==> src/rtl/core/circular_queue_buffer_assert.svh <==
// ============================================================================
// circular_queue_buffer assertion macros
// Shorthand for clocked assertions that are disabled while reset is held.
// ============================================================================
`ifndef CIRCULAR_QUEUE_BUFFER_ASSERT_SVH
`define CIRCULAR_QUEUE_BUFFER_ASSERT_SVH

// The consequent must hold in the same cycle as the antecedent.
`define CQB_ASSERT_SAME(lbl, ante, cons) \
    lbl: assert property (@(posedge i_clk) disable iff (!i_rst_n) (ante) |-> (cons)) \
        else $error("circular_queue_buffer: same-cycle check failed");

// The consequent must hold in the cycle after the antecedent.
`define CQB_ASSERT_NEXT(lbl, ante, cons) \
    lbl: assert property (@(posedge i_clk) disable iff (!i_rst_n) (ante) |=> (cons)) \
        else $error("circular_queue_buffer: next-cycle check failed");

`endif

==> src/rtl/core/cqb_pkg.sv <==
// ============================================================================
// cqb_pkg
// Shared widths, codes and types of the circular queue buffer.
// ============================================================================
package cqb_pkg;

    localparam int DATA_W        = 32;
    localparam int ACTION_W      = 2;
    localparam int STATUS_W      = 2;
    localparam int DEPTH_DEFAULT = 8;
    // Result buffer at the output side.
    localparam int OBUF_DEPTH    = 4;

    // Request codes.
    localparam logic [ACTION_W-1:0] ACT_ENQ  = 2'd0;
    localparam logic [ACTION_W-1:0] ACT_DEQ  = 2'd1;
    localparam logic [ACTION_W-1:0] ACT_SHOW = 2'd2;
    localparam logic [ACTION_W-1:0] ACT_NOP  = 2'd3;

    typedef enum logic [STATUS_W-1:0] {
        ST_OK    = 2'd0,
        ST_FULL  = 2'd1,
        ST_EMPTY = 2'd2
    } t_status;

    typedef enum logic {
        S_IDLE = 1'b0,
        S_SHOW = 1'b1
    } t_state;

    typedef struct packed {
        t_status           status;
        logic [DATA_W-1:0] data;
        logic              last;
    } t_result;

endpackage

==> src/rtl/core/cqb_req_if.sv <==
// ============================================================================
// cqb_req_if
// Request channel: one beat carries an action code and a word.
// ============================================================================
interface cqb_req_if;
    logic                                  valid;
    logic                                  ready;
    logic [cqb_pkg::ACTION_W-1:0]          action;
    logic signed [cqb_pkg::DATA_W-1:0]     value;

    modport source (output valid, output action, output value, input ready);
    modport sink   (input valid, input action, input value, output ready);
endinterface

==> src/rtl/core/cqb_rsp_if.sv <==
// ============================================================================
// cqb_rsp_if
// Response channel: one beat carries a status, a word and an end marker.
// ============================================================================
interface cqb_rsp_if;
    logic                                  valid;
    logic                                  ready;
    logic [cqb_pkg::STATUS_W-1:0]          status;
    logic signed [cqb_pkg::DATA_W-1:0]     data;
    logic                                  last;

    modport source (output valid, output status, output data, output last, input ready);
    modport sink   (input valid, input status, input data, input last, output ready);
endinterface

==> src/rtl/core/cqb_ram.sv <==
// ============================================================================
// cqb_ram
// Generic single-write, single-read RAM with a registered read port.
// ============================================================================
module cqb_ram #(
    parameter int WIDTH = cqb_pkg::DATA_W,
    parameter int DEPTH = cqb_pkg::DEPTH_DEFAULT,
    localparam int AW   = $clog2(DEPTH)
) (
    input  logic             i_clk,
    input  logic             i_we,
    input  logic [AW-1:0]    i_waddr,
    input  logic [WIDTH-1:0] i_wdata,
    input  logic [AW-1:0]    i_raddr,
    output logic [WIDTH-1:0] o_rdata
);

    logic [WIDTH-1:0] r_mem [DEPTH];
    logic [WIDTH-1:0] r_rdata;

    always_ff @(posedge i_clk) begin
        if (i_we) begin
            r_mem[i_waddr] <= i_wdata;
        end
        r_rdata <= r_mem[i_raddr];
    end

    assign o_rdata = r_rdata;

endmodule

==> src/rtl/core/cqb_ctrl.sv <==
// ============================================================================
// cqb_ctrl
// Queue controller: head and count registers, entry RAM access, display walk.
// ============================================================================
module cqb_ctrl #(
    parameter int DEPTH = cqb_pkg::DEPTH_DEFAULT
) (
    input  logic             i_clk,
    input  logic             i_rst_n,
    cqb_req_if.sink          i_req,
    input  logic             i_space,
    output logic             o_push,
    output cqb_pkg::t_result o_res
);

    localparam int IDX_W = $clog2(DEPTH);
    localparam int CNT_W = $clog2(DEPTH + 1);
    localparam int SUM_W = CNT_W + 1;
    localparam int DW    = cqb_pkg::DATA_W;

    cqb_pkg::t_state  r_state, n_state;
    logic [IDX_W-1:0] r_head, n_head;
    logic [CNT_W-1:0] r_count, n_count;
    logic [IDX_W-1:0] r_show_idx, n_show_idx;

    // Result waiting for the RAM read data.
    logic              r_pend_valid, n_pend_valid;
    logic              r_pend_use_rd, n_pend_use_rd;
    cqb_pkg::t_status  r_pend_status, n_pend_status;
    logic              r_pend_last, n_pend_last;
    logic [DW-1:0]     r_pend_data, n_pend_data;

    logic             ram_we;
    logic [IDX_W-1:0] ram_waddr;
    logic [DW-1:0]    ram_wdata;
    logic [IDX_W-1:0] ram_raddr;
    logic [DW-1:0]    ram_rdata;

    logic [SUM_W-1:0] w_tail_sum, w_tail_wrap;
    logic [SUM_W-1:0] w_show_sum, w_show_wrap;
    logic             w_full, w_empty, w_one;
    logic             w_accept, w_show_last;
    logic [IDX_W-1:0] w_head_inc;

    // Slot arithmetic: both sums stay below twice the depth.
    assign w_tail_sum  = SUM_W'(r_head) + SUM_W'(r_count);
    assign w_tail_wrap = (w_tail_sum >= SUM_W'(DEPTH)) ? w_tail_sum - SUM_W'(DEPTH)
                                                        : w_tail_sum;
    assign w_show_sum  = SUM_W'(r_head) + SUM_W'(r_show_idx);
    assign w_show_wrap = (w_show_sum >= SUM_W'(DEPTH)) ? w_show_sum - SUM_W'(DEPTH)
                                                        : w_show_sum;
    assign w_head_inc  = (r_head == IDX_W'(DEPTH - 1)) ? '0 : r_head + IDX_W'(1);

    assign w_full      = (r_count == CNT_W'(DEPTH));
    assign w_empty     = (r_count == '0);
    assign w_one       = (r_count == CNT_W'(1));
    assign w_show_last = ((CNT_W'(r_show_idx) + CNT_W'(1)) == r_count);

    assign i_req.ready = (r_state == cqb_pkg::S_IDLE) && i_space;
    assign w_accept    = i_req.valid && i_req.ready;

    // Next state.
    always_comb begin
        n_state = r_state;
        unique case (r_state)
            cqb_pkg::S_IDLE: begin
                if (w_accept && (i_req.action == cqb_pkg::ACT_SHOW) && !w_empty && !w_one) begin
                    n_state = cqb_pkg::S_SHOW;
                end
            end
            cqb_pkg::S_SHOW: begin
                if (i_space && w_show_last) begin
                    n_state = cqb_pkg::S_IDLE;
                end
            end
        endcase
    end

    // Datapath and memory control.
    always_comb begin
        n_head        = r_head;
        n_count       = r_count;
        n_show_idx    = r_show_idx;
        ram_we        = 1'b0;
        ram_waddr     = w_tail_wrap[IDX_W-1:0];
        ram_wdata     = $unsigned(i_req.value);
        ram_raddr     = r_head;
        n_pend_valid  = 1'b0;
        n_pend_use_rd = 1'b0;
        n_pend_status = cqb_pkg::ST_OK;
        n_pend_last   = 1'b1;
        n_pend_data   = $unsigned(i_req.value);

        unique case (r_state)
            cqb_pkg::S_IDLE: begin
                if (w_accept) begin
                    unique case (i_req.action)
                        cqb_pkg::ACT_ENQ: begin
                            n_pend_valid = 1'b1;
                            if (w_full) begin
                                n_pend_status = cqb_pkg::ST_FULL;
                                n_pend_data   = '0;
                            end else begin
                                ram_we  = 1'b1;
                                n_count = r_count + CNT_W'(1);
                            end
                        end
                        cqb_pkg::ACT_DEQ: begin
                            n_pend_valid = 1'b1;
                            if (w_empty) begin
                                n_pend_status = cqb_pkg::ST_EMPTY;
                                n_pend_data   = '0;
                            end else begin
                                n_pend_use_rd = 1'b1;
                                n_count       = r_count - CNT_W'(1);
                                // An emptied queue restarts at slot zero.
                                n_head        = w_one ? '0 : w_head_inc;
                            end
                        end
                        cqb_pkg::ACT_SHOW: begin
                            n_pend_valid = 1'b1;
                            if (w_empty) begin
                                n_pend_status = cqb_pkg::ST_EMPTY;
                                n_pend_data   = '0;
                            end else begin
                                n_pend_use_rd = 1'b1;
                                n_pend_last   = w_one;
                                n_show_idx    = IDX_W'(1);
                            end
                        end
                        cqb_pkg::ACT_NOP: begin
                            n_pend_valid = 1'b0;
                        end
                    endcase
                end
            end
            cqb_pkg::S_SHOW: begin
                if (i_space) begin
                    n_pend_valid  = 1'b1;
                    n_pend_use_rd = 1'b1;
                    ram_raddr     = w_show_wrap[IDX_W-1:0];
                    n_pend_last   = w_show_last;
                    n_show_idx    = r_show_idx + IDX_W'(1);
                end
            end
        endcase
    end

    always_ff @(posedge i_clk) begin
        if (!i_rst_n) begin
            r_state      <= cqb_pkg::S_IDLE;
            r_head       <= '0;
            r_count      <= '0;
            r_show_idx   <= '0;
            r_pend_valid <= 1'b0;
        end else begin
            r_state      <= n_state;
            r_head       <= n_head;
            r_count      <= n_count;
            r_show_idx   <= n_show_idx;
            r_pend_valid <= n_pend_valid;
        end
    end

    always_ff @(posedge i_clk) begin
        r_pend_use_rd <= n_pend_use_rd;
        r_pend_status <= n_pend_status;
        r_pend_last   <= n_pend_last;
        r_pend_data   <= n_pend_data;
    end

    cqb_ram #(
        .WIDTH (DW),
        .DEPTH (DEPTH)
    ) u_entry_ram (
        .i_clk   (i_clk),
        .i_we    (ram_we),
        .i_waddr (ram_waddr),
        .i_wdata (ram_wdata),
        .i_raddr (ram_raddr),
        .o_rdata (ram_rdata)
    );

    assign o_push       = r_pend_valid;
    assign o_res.status = r_pend_status;
    assign o_res.data   = r_pend_use_rd ? ram_rdata : r_pend_data;
    assign o_res.last   = r_pend_last;

endmodule

==> src/rtl/core/circular_queue_buffer.sv <==
// ============================================================================
// circular_queue_buffer
// Fixed-depth circular queue of signed 32-bit words with a buffered result port.
// ============================================================================
// Usage:
// Requests arrive on i_req as valid/ready beats carrying an action and a word.
// Enqueue stores the word and answers ok with the word echoed, or full.
// Dequeue answers the oldest word and removes it, or answers empty. Display
// answers every stored word from oldest to newest, one beat each, with last
// set on the final one; on an empty queue it answers a single empty beat.
// Action code 3 is accepted and answers nothing. Every other request answers
// on o_rsp, and last marks the final beat of each request.
// Path: a request's first result beat is formed as the entry RAM read and the
// result register are clocked together; the output buffer then registers it
// before the receiver can take it.
// Enqueue and dequeue sustain one request per cycle while the output buffer has
// room; a display holds the request port until its last entry is read, as the
// single RAM read port delivers one entry per cycle while the buffer has room.
// The entry RAM is written and read in separate cycles, so no forwarding is
// needed. Reset empties the queue at once; the RAM contents are not cleared.
// When the receiver stalls, up to four result beats collect in the output
// buffer. i_req.ready falls as soon as the beats held plus the one in flight
// would fill it, and no work is started until the receiver takes beats again.
// ============================================================================
module circular_queue_buffer #(
    parameter int DEPTH = cqb_pkg::DEPTH_DEFAULT
) (
    input  logic      i_clk,
    input  logic      i_rst_n,
    cqb_req_if.sink   i_req,
    cqb_rsp_if.source o_rsp
);

    `include "circular_queue_buffer_assert.svh"

    localparam int OBUF_DEPTH = cqb_pkg::OBUF_DEPTH;
    localparam int PTR_W      = $clog2(OBUF_DEPTH);
    localparam int OCC_W      = $clog2(OBUF_DEPTH + 1);
    localparam int SP_W       = OCC_W + 1;

    // Result beats coming out of the controller.
    logic             w_push;
    cqb_pkg::t_result w_res;
    logic             w_space;
    logic             w_pop;
    // A request beat that must answer with at least one result beat.
    logic             w_req_beat;

    // Output buffer holding finished result beats in order.
    cqb_pkg::t_result r_obuf [OBUF_DEPTH];
    logic [PTR_W-1:0] r_wr_ptr, n_wr_ptr;
    logic [PTR_W-1:0] r_rd_ptr, n_rd_ptr;
    logic [OCC_W-1:0] r_occ, n_occ;
    cqb_pkg::t_result w_head;

    cqb_ctrl #(
        .DEPTH (DEPTH)
    ) u_ctrl (
        .i_clk   (i_clk),
        .i_rst_n (i_rst_n),
        .i_req   (i_req),
        .i_space (w_space),
        .o_push  (w_push),
        .o_res   (w_res)
    );

    // The controller may start a beat only if the buffer can take it together
    // with the beat already in flight. This keeps ready free of o_rsp.ready.
    assign w_space = ((SP_W'(r_occ) + SP_W'(w_push)) <= SP_W'(OBUF_DEPTH - 1));

    assign w_pop  = o_rsp.valid && o_rsp.ready;
    assign w_head = r_obuf[r_rd_ptr];

    assign w_req_beat = i_req.valid && i_req.ready && (i_req.action != cqb_pkg::ACT_NOP);

    assign o_rsp.valid  = (r_occ != '0);
    assign o_rsp.status = w_head.status;
    assign o_rsp.data   = $signed(w_head.data);
    assign o_rsp.last   = w_head.last;

    always_comb begin
        n_wr_ptr = w_push ? r_wr_ptr + PTR_W'(1) : r_wr_ptr;
        n_rd_ptr = w_pop  ? r_rd_ptr + PTR_W'(1) : r_rd_ptr;
        unique case ({w_push, w_pop})
            2'b10:   n_occ = r_occ + OCC_W'(1);
            2'b01:   n_occ = r_occ - OCC_W'(1);
            default: n_occ = r_occ;
        endcase
    end

    always_ff @(posedge i_clk) begin
        if (!i_rst_n) begin
            r_wr_ptr <= '0;
            r_rd_ptr <= '0;
            r_occ    <= '0;
        end else begin
            r_wr_ptr <= n_wr_ptr;
            r_rd_ptr <= n_rd_ptr;
            r_occ    <= n_occ;
        end
    end

    always_ff @(posedge i_clk) begin
        if (w_push) begin
            r_obuf[r_wr_ptr] <= w_res;
        end
    end

    // A beat never arrives at a full output buffer.
    `CQB_ASSERT_SAME(a_obuf_no_overflow, w_push, r_occ < OCC_W'(OBUF_DEPTH))
    // Every accepted request except the no-op yields a result beat next cycle.
    `CQB_ASSERT_NEXT(a_req_makes_beat, w_req_beat, w_push)
    // A full output buffer holds off new requests.
    `CQB_ASSERT_SAME(a_full_blocks_req, r_occ == OCC_W'(OBUF_DEPTH), !i_req.ready)

endmodule
==> src/flat_wrapper.sv <==
// flat-port wrapper written by rule: the top's interface ports become plain ports
module circular_queue_buffer_flat 
#(
    parameter int DEPTH = cqb_pkg::DEPTH_DEFAULT
)
  (i_clk, i_rst_n, i_req_valid, i_req_action, i_req_value, i_req_ready, o_rsp_valid, o_rsp_status, o_rsp_data, o_rsp_last, o_rsp_ready);
  cqb_req_if i_req_i ();
  cqb_rsp_if o_rsp_i ();
  input  logic i_clk;
  input  logic i_rst_n;
  input wire logic [$bits(i_req_i.valid)-1:0] i_req_valid;
  input wire logic [$bits(i_req_i.action)-1:0] i_req_action;
  input wire logic [$bits(i_req_i.value)-1:0] i_req_value;
  output wire logic [$bits(i_req_i.ready)-1:0] i_req_ready;
  output wire logic [$bits(o_rsp_i.valid)-1:0] o_rsp_valid;
  output wire logic [$bits(o_rsp_i.status)-1:0] o_rsp_status;
  output wire logic [$bits(o_rsp_i.data)-1:0] o_rsp_data;
  output wire logic [$bits(o_rsp_i.last)-1:0] o_rsp_last;
  input wire logic [$bits(o_rsp_i.ready)-1:0] o_rsp_ready;
  assign i_req_i.valid = i_req_valid;
  assign i_req_i.action = i_req_action;
  assign i_req_i.value = i_req_value;
  assign i_req_ready = i_req_i.ready;
  assign o_rsp_valid = o_rsp_i.valid;
  assign o_rsp_status = o_rsp_i.status;
  assign o_rsp_data = o_rsp_i.data;
  assign o_rsp_last = o_rsp_i.last;
  assign o_rsp_i.ready = o_rsp_ready;
  circular_queue_buffer #(.DEPTH(DEPTH)) u_core (.i_clk(i_clk), .i_rst_n(i_rst_n), .i_req(i_req_i), .o_rsp(o_rsp_i));
endmodule
==> config.mk <==
export PLATFORM = sky130hd
export DESIGN_NAME = circular_queue_buffer_flat
export DESIGN_NICKNAME = d
export VERILOG_FILES = /design/src/rtl/core/cqb_pkg.sv /design/src/rtl/core/cqb_req_if.sv /design/src/rtl/core/cqb_rsp_if.sv /design/src/rtl/core/cqb_ram.sv /design/src/rtl/core/cqb_ctrl.sv /design/src/rtl/core/circular_queue_buffer.sv /design/src/flat_wrapper.sv
export VERILOG_INCLUDE_DIRS = /design/src /design/src/rtl/core
export SDC_FILE = /design/constraint.sdc
export NUM_CORES = 1
export LEC_CHECK = 0
export BUFFER_PORTS_ARGS = -buffer_cell sky130_fd_sc_hd__buf_2
export CELL_PAD_IN_SITES_DETAIL_PLACEMENT = 0
export CELL_PAD_IN_SITES_GLOBAL_PLACEMENT = 1
export CORE_MARGIN = 2
export CORE_UTILIZATION = 50
export DETAILED_ROUTE_END_ITERATION = 10
export PLACE_DENSITY_LB_ADDON = 0.1
export SYNTH_ARGS = -nofsm -noshare
export SYNTH_HDL_FRONTEND = slang
export SYNTH_SLANG_ARGS = --single-unit
==> constraint.sdc <==
create_clock -name i_clk -period 11.6 [get_ports i_clk]
set_clock_uncertainty 0.15 [all_clocks]
set_input_delay 2.32 -clock i_clk [delete_from_list [all_inputs] [get_ports i_clk]]
set_output_delay 2.32 -clock i_clk [all_outputs]
set_load 0.005 [all_outputs]
==> results_dict.tcl <==
set metrics [dict create \
    outcome "finished clean" \
    antenna_found_initial 2 \
    ant_nets 0 \
    post-place-cells 1391 \
    fin_crit_ps 4790 \
    synth.avg_cell_area_um2 21.1 \
    core-area_um2 36300 \
    fp.dieArea_um2 38100 \
    hp-class "register to register" \
    grt.overflow.total 0 \
    slowest_stage "mux4_2" \
    crit_chain "buf_4, mux4_2, buf_2" \
    drive_gt1_frac 0.317 \
    yosys_register_bits 485 \
    wl_per_cell_um 23.5 \
    final_cells 1481 \
    start_util 0.504 \
    drv_slew 0 \
    cts_max_level 2 \
    dpl-instance-area_um2 19200 \
    clk_latency_ps 590 \
    vias 8239 \
    drc_errors 0 \
    syn_inst 868 \
    fin_ws_ps 6810 \
    final_core_util 0.574 \
    cts-hold-fix-buffers 0 \
    cp-start-kind "register" \
    syn_area_um2 18300 \
    dr.pass1.iters 4 \
    crit_type "register to output port" \
    fin_setup_tns_ps 0 \
    rrSetupSlack_ps 7910 \
    grt_pass1_vias 8683 \
    synth_edf_count 396 \
    cts_resized 0 \
    cap_viol_max_count 0 \
    n_antenna_cell 0 \
    numCtsBuffers 49 \
    syn2layout_area_growth_pct 14.0 \
    grtUsageTotal 0.186 \
    drt-vias-per-instance 5.56 \
    grt_pass1_wl_mm 52.7 \
    io_pins 75 \
    p_total_mw 4.01 \
    finish.instance_area_um2 20900 \
    tritoncts "built" \
    ys_seq_area_frac 0.747 \
    post_cts_buffers 0 \
    synth_top_flop_cell "edfxtp_1" \
    worst_slew_pin_slew_ps 1180 \
    yosysWarningCount 0 \
    synth_cell_types 49 \
    die_x_um 195 \
    preCtsSetupSlack_ps 6870 \
    fp.dieH_um 195 \
    grt_max_degree 65 \
    r2r-start "u_core.u_ctrl.o_push$_SDFF_PN0_" \
    crit_cells 3 \
    crit_arrival_ps 2320 \
    ir_drop_v 0.000126 \
    portBuffers 74 \
    cp_data_required_time_ps 9130 \
    min_delay_path_depth 0 \
    wl_met3_mm 1.52 \
    top_layer "met5" \
    fmax_mhz 209 \
    power_leakage_nw 7.03 \
    crit_end "o_rsp_data[27]" \
    p_per_area_nw_per_um2 192 \
    period_share 0.413 \
    clockBufferDepth 3 \
    synth-async-reset-ratio 0 \
    clockRootBuffer "clkbuf_16" \
    crit_path_max_incr_delay_ps 610 \
    worst_r2r_path_depth 7 \
    synthesis.nets 926 \
    wl_met2_mm 17.2 \
    endpoint_kind "output port" \
    relSlewSlack 0.210 \
    hold_viol 0 \
    rsz0062_at_grt "no" \
    drt_iter0_drc 503 \
    cp.buffers_inverters 2 \
    crit_fanout 35 \
    path_clk_slew_ps 60 \
    r2r_end "u_core.u_ctrl.u_entry_ram.o_rdata[22]$_DFF_P_" \
    hold_start "u_core.u_ctrl.r_pend_last$_DFF_P_" \
    routed_wirelength_mm 34.7 \
    gp_routability_congestion 0.752 \
    final_nets 1032 \
    cp_top_family "buffers and inverters" \
    place.detailed.hpwl_mm 19.0 \
    drt-met1-wl_mm 15.1 \
    cts.sinks 485 \
    worst_hold_slack_ps 335 \
    rows 70 \
    setup_viol 0 \
]
logic make-up after synthesis:
kind of cell | after synthesis | synth area share
DFF | 485 | 0.747
muxes | 166 | 0.168
and+or+nand+nor | 103 | 0.0338
buffers and inverters | 52 | 0.0177
AOI/OAI and AO/OA | 27 | 0.0111
adders and majority gates | 20 | 0.0149
xor gates and xnor gates | 15 | 0.00759
worst min-delay path by stage:
stage,slack (ps),to
after floorplan,290,u_core.r_obuf[0][0]$_DFFE_PP_
after global placement,300,u_core.r_obuf[3][0]$_DFFE_PP_
after detailed placement,340,u_core.r_obuf[3][0]$_DFFE_PP_
after CTS,350,u_core.r_obuf[3][0]$_DFFE_PP_
after global routing,360,u_core.r_obuf[3][0]$_DFFE_PP_
final,330,u_core.r_obuf[3][0]$_DFFE_PP_
cell type report:
type	instances	area [µm²]
Fill cell	2680	15500
Sequential cell	485	13700
Multi-Input combinational cell	331	4380
Clock buffer	63	1330
Tap cell	468	586
Timing Repair Buffer	92	505
Clock inverter	27	327
Inverter	15	56.3
per-layer routing:
metal | global-route usage | up-vias
met1 | 0.249 | 4290
met3 | 0.0333 | 69
met4 | 0.0597 | 4
li1 | - | 3705
met2 | 0.312 | 171
met5 | 0 | -
synth_stat cells, drive strengths merged, types with 2 or more instances:
master  instances  area [µm²]
a21boi          6        45.1
nor2            5        18.8
clkbuf         15        56.3
or2             2        12.5
and2           15        93.8
mux4           99        2320
a21oi           6        33.8
nor4b           2        17.5
nand4b          2        17.5
nor3b           7        52.6
o21a            2        15.0
dfxtp          89        1780
xor2            7        61.3
edfxtp        396       11900
nor3            3        15.0
a31oi           2        27.5
nand2          14        52.6
inv            15        56.3
buf            22         211
or3             3        18.8
ha             17         213
and3            3        18.8
mux2           64         721
nand4           2        12.5
fa              3        60.1
nand2b          2        12.5
nor2b          36         225
xnor2           8        77.6
o211a           2        20.0
nand3           2        10.0
o21ai           6        30.0
mux2i           3        30.0
registers in the layout, indices dropped and copies added, names as in the netlist, 3 cells and up, named ones only:
signal                             count
u_core.u_ctrl.u_entry_ram.r_mem      256
u_core.r_obuf                        140
u_core.u_ctrl.r_pend_data             32
u_core.u_ctrl.u_entry_ram.o_rdata     32
u_core.u_ctrl.r_count                  4
u_core.r_occ                           3
u_core.u_ctrl.r_head                   3
u_core.u_ctrl.r_show_idx               3
report_power, final:
part	total [mW]	internal (mW)	leakage (nW)	switching (mW)
Clock	1.61	0.966	0.816	0.640
Sequential	2.00	1.97	4.32	0.0269
Combinational	0.407	0.193	1.89	0.214
Total	4.01	3.13	7.03	0.881
placed cells by master (no fill, tap or decap), types with 17 or more instances in the layout:
cell and n:
edfxtp_1 396, dfxtp_1 88, mux4_2 75, buf_2 74, mux2_2 64, clkbuf_16 49, nor2b_1 36, mux4_1 24
buf_4 18, ha_1 17
(Power assumes the default switching activity.)
